`src/hw/rtl/sdiv_pkg.sv`:
```
// ----------------------------------------------------------------------------
// Signed divider package
// Widths, field layout and the stage record shared by the divider pipeline.
// ----------------------------------------------------------------------------
package sdiv_pkg;

  // Operand width
  localparam int unsigned Width = 32;

  // Stream word widths: two operands in, quotient/remainder/flag out
  localparam int unsigned InW  = ((2 * Width + 7) / 8) * 8;
  localparam int unsigned OutW = ((2 * Width + 1 + 7) / 8) * 8;

  // Bit position of the divide-by-zero flag in the result word
  localparam int unsigned DzBit = 2 * Width;

  typedef logic [Width-1:0] word_t;

  // Payload carried from one division step to the next
  typedef struct packed {
    word_t rem;   // partial remainder
    word_t qa;    // dividend bits still to use (top), quotient bits (bottom)
    word_t mb;    // divisor magnitude
    logic  sa;    // dividend sign
    logic  sq;    // quotient sign
    logic  dz;    // divisor was zero
  } stage_t;

endpackage

```
`src/hw/rtl/sdiv_step.sv`:
```
// ----------------------------------------------------------------------------
// Divider step stage
// One restoring division step (one quotient bit) and its pipeline register.
// ----------------------------------------------------------------------------
module sdiv_step (
  input  logic            clk_i,
  input  logic            rst_ni,
  input  logic            en_i,
  input  logic            valid_i,
  input  sdiv_pkg::stage_t stage_i,
  output logic            valid_o,
  output sdiv_pkg::stage_t stage_o
);
  import sdiv_pkg::*;

  logic          carry;
  word_t         shifted;
  logic [Width:0] diff;
  logic          take;
  stage_t        stage_d;
  stage_t        stage_q;
  logic          valid_q;

  // Shift next dividend bit into the remainder, trial subtract
  always_comb begin
    carry   = stage_i.rem[Width-1];
    shifted = {stage_i.rem[Width-2:0], stage_i.qa[Width-1]};
    diff    = {carry, shifted} - {1'b0, stage_i.mb};
    take    = ~diff[Width];
    stage_d     = stage_i;
    stage_d.rem = take ? diff[Width-1:0] : shifted;
    stage_d.qa  = {stage_i.qa[Width-2:0], take};
  end

  // Valid bit
  always_ff @(posedge clk_i or negedge rst_ni) begin
    if (!rst_ni) begin
      valid_q <= 1'b0;
    end else if (en_i) begin
      valid_q <= valid_i;
    end
  end

  // Payload
  always_ff @(posedge clk_i) begin
    if (en_i) begin
      stage_q <= stage_d;
    end
  end

  assign valid_o = valid_q;
  assign stage_o = stage_q;

endmodule
```
`config.mk`:
```
export PLATFORM = sky130hd
export DESIGN_NAME = sdiv_step
export DESIGN_NICKNAME = d
export VERILOG_FILES = /design/src/hw/rtl/sdiv_pkg.sv /design/src/hw/rtl/sdiv_step.sv
export SDC_FILE = /design/constraint.sdc
export NUM_CORES = 1
export LEC_CHECK = 0
export BUFFER_PORTS_ARGS = -buffer_cell sky130_fd_sc_hd__buf_4
export CAP_MARGIN = 20
export CORE_MARGIN = 3
export CORE_UTILIZATION = 40
export DETAILED_ROUTE_END_ITERATION = 8
export GPL_ROUTABILITY_DRIVEN = 0
export PLACE_DENSITY = 0.72
export SLEW_MARGIN = 20
export SYNTH_ARGS = -nofsm -noshare
export SYNTH_HDL_FRONTEND = slang
export SYNTH_SLANG_ARGS = --single-unit
```
`constraint.sdc`:
```
create_clock -name clk_i -period 2.7 [get_ports clk_i]
set_clock_uncertainty 0.2 [all_clocks]
set_input_delay 0.135 -clock clk_i [delete_from_list [all_inputs] [get_ports clk_i]]
set_output_delay 0.135 -clock clk_i [all_outputs]
set_load 0.03 [all_outputs]
```
==> summary.md <==
| Metric | Value |
|---|---|
| Synthesized area | 5460 sq um |
| Final Cell Area | 9020 sq um |
| Post-Synthesis Cells | 461 |
| Area leader, netlist | edfxtp_1 |
| PwrDens | 548 nW/um^2 |
| Most frequent cell after synthesis | edfxtp_1 |
| Ys flop type | edfxtp_1 |
| Final hold violation count | 0 |
| Slew Limit Fails | 0 |
| Row cnt | 42 |
| Slew @ Worst Pin | 0.464 ns |
| Share of the yosys chip area belonging to registers | 54.9% |
| Yosys cell types | 51 |
| Number of global-route vias before repair | 5130 |
| H-tree depth | 3 |
| Tmin final | 2.65 ns |
| Layout cell share with drive strength beyond 1 | 38.3% |
| Final layout net count | 951 |
| Maximum vdd drop | 0.282 mV |
| Pin count of the biggest net entering global routing | 48 |
| Die area | 15100 sq um |
| CTS max path bufs | 2 |
| DRT iter0 DRCs | 382 |
| Gr ovfl total | 0 |
| Seq cells post-synth | 100 |
| Post-synth ARST share | 1.00% |
| Final wirelength | 16.5 mm |
| Top cell type's share of synthesized area | 54.4% |
| Core area | 13300 sq um |
| Vias per inst | 5.05 |
| Number of synthesized flops with an enable pin | 99 |
| Commonest cells in the netlist | edfxtp_1, nand2_1, inv_1, a21oi_1, ha_1 |
| Status | complete, no violations |
| Worst Path Max Fanout | 7 |
| Setup violations, final | 0 |
| GRT Total Usage | 21.3% |
| Final period util | 98.1% |
| IO Count | 203 |
| Util after Layout | 67.8% |
| F_max | 0.378 GHz |
| CTS tree | built |
| Worst hold path class | in2reg |
| Syn_nets | 597 |
| Worst rel slew slack | 69.1% |
| TritonCTS Buffers | 9 |
| Element type at the critical path start | primary input |
| P_leak | 4.06 nW |
| Root Buffer | clkbuf_16 |
| Final setup TNS | 0 ns |
| Worst Path Arrival | 2.55 ns |
| N_diodes | 0 |
| Chip Height | 123 um |
| WP data required | 2.60 ns |
| Synth Warn # | 0 |
| Main area contributors after synthesis | edfxtp_1, ha_1, mux2_4 |
| Port bufs | 202 |
| Unrepaired setup endpoints after global routing | no |
| Initial antenna violation count | 0 |
| Fill cells | 950 |
| 1st-pass router iterations | 5 |
| Post-DP HPWL | 11.6 mm |
| Power, Total | 4.94 mW |
| First-pass GRT wire length | 24.8 mm |
| DR DRC count | 0 |
| Crit path kind | in2reg |
| Mean Syn Cell Area | 11.8 sq um |
| Chip width | 123 um |
| Placed Area | 7640 sq um |
| Max-cap violations | 0 |
| Crit end category | flop |
| Clock Sinks | 100 |
| DR vias | 5030 |
| Routed len/inst | 16.5 um |
| Worst skew pair latency | 0.35 ns |
| Clock slew at reported path FFs | 0.07 ns |
| Fin Hold WS | 0.0575 ns |
| Initial Utilization | 41.1% |
| # Post-CTS Setup Buffers | 0 |
| Detail Route Antenna Nets | 0 |
| Area grow syn2layout | 65.1% |
## path summary, 6_finish.rpt
| kind | to | slack, ns | depth (start not counted) | from |
|---|---|---|---|---|
| min in group asynchronous | valid_o | 0.44 | 3 | rst_ni |
| min | stage_o[67] | 0.06 | 3 | stage_i[3] |
| max reg2reg | valid_o | 1.74 | 1 | valid_o |
| max | stage_o[87] | 0.05 | 10 | stage_i[34] |
| min reg2reg | valid_o | 0.34 | 1 | valid_o |
| max in group asynchronous | valid_o | 1.76 | 3 | rst_ni |
## cell families (layout without fill, tap and decap cells)
group / count (synthesis) / in the layout / share of synthesized area (%)
AOI/OAI and AO/OA: 120 / 120 / 14.6
and+or+nand+nor: 108 / 108 / 9.48
DFF: 100 / 100 / 54.9
buffers and inverters: 57 / 416 / 4.35
adders and majority gates: 33 / 33 / 7.70
xor gates and xnor gates: 24 / 24 / 3.85
muxes: 19 / 19 / 5.15
## metrics by stage
stage	worst slack [ns]	std cells
6_report	0.0526	996
2_1_floorplan	-0.0219	461
3_3_place_gp	-0.386	878
5_1_grt	0.00395	996
3_5_place_dp	-0.520	878
4_1_cts	-0.0156	995
## final cells by class
type	count	area, sq um	area share (%)
clock buffer	9	225	2.50
clock inverter	7	57.6	0.638
inverter	42	165	1.83
multi-input combinational	304	2350	26.1
sequential	100	3000	33.2
tap	176	220	2.44
timing repair buffer	358	3000	33.3
## cells in the final DEF, fill, tap and decap left out, types with 3 or more instances in the layout
master,netlist,layout
a21oi_2,1,4
mux2_4,18,18
dlygate4sd3_1,0,101
nor3_1,4,4
buf_4,0,252
nand3_1,11,9
inv_1,41,39
inv_6,0,3
a211oi_1,4,4
nand2_1,44,44
o21bai_1,5,5
a21oi_1,34,30
nand2b_1,5,5
xor2_1,10,10
clkbuf_16,0,10
o21ai_0,24,24
ha_1,32,28
nor2b_1,5,5
and3_1,6,6
and2_1,3,3
o21a_1,6,6
nor2_1,16,16
a21o_1,15,15
nand4_1,7,7
xnor2_1,14,14
buf_12,0,3
edfxtp_1,99,99
o211ai_1,8,8
o31ai_1,5,5
ha_4,0,4
## routing by layer
layer	global-route usage, %	share of wire (%)	up-vias
met2	37.3	50	248
met4	9.17	2.8	0
met1	25.4	39	2339
met5	0	0	-
li1	-	-	2411
met3	3.96	7.4	32
## registers in the layout (all words and copies together), names as in the netlist
name,cells
stage_o,99
valid_o,1
## report_power, final
group / total (mW) / internal, mW / switching [mW]
clock network: 1.25 / 0.641 / 0.604
registers: 1.96 / 1.91 / 0.0551
logic: 1.73 / 0.818 / 0.917
## what timing repair did
| item | in CTS | in global routing |
|---|---|---|
| endpoints found under the setup margin | 2 | 21 |
| resized for setup | 2 | 9 |
| cloned | 0 | 1 |
| pin swaps | 0 | 4 |
| hold endpoints to repair | 100 | 0 |
| hold buffers | 101 | 0 |
## worst max-delay path, cell delays in order
cell and delay [ns]:
dlygate4sd3_1 0.54, buf_4 0.12, inv_1 0.04, ha_1 0.33, a21o_1 0.21, or3_4 0.38, o211ai_4 0.21, inv_4 0.09
clkbuf_16 0.18, mux2_4 0.30
Power figures use the tool's default switching activity.
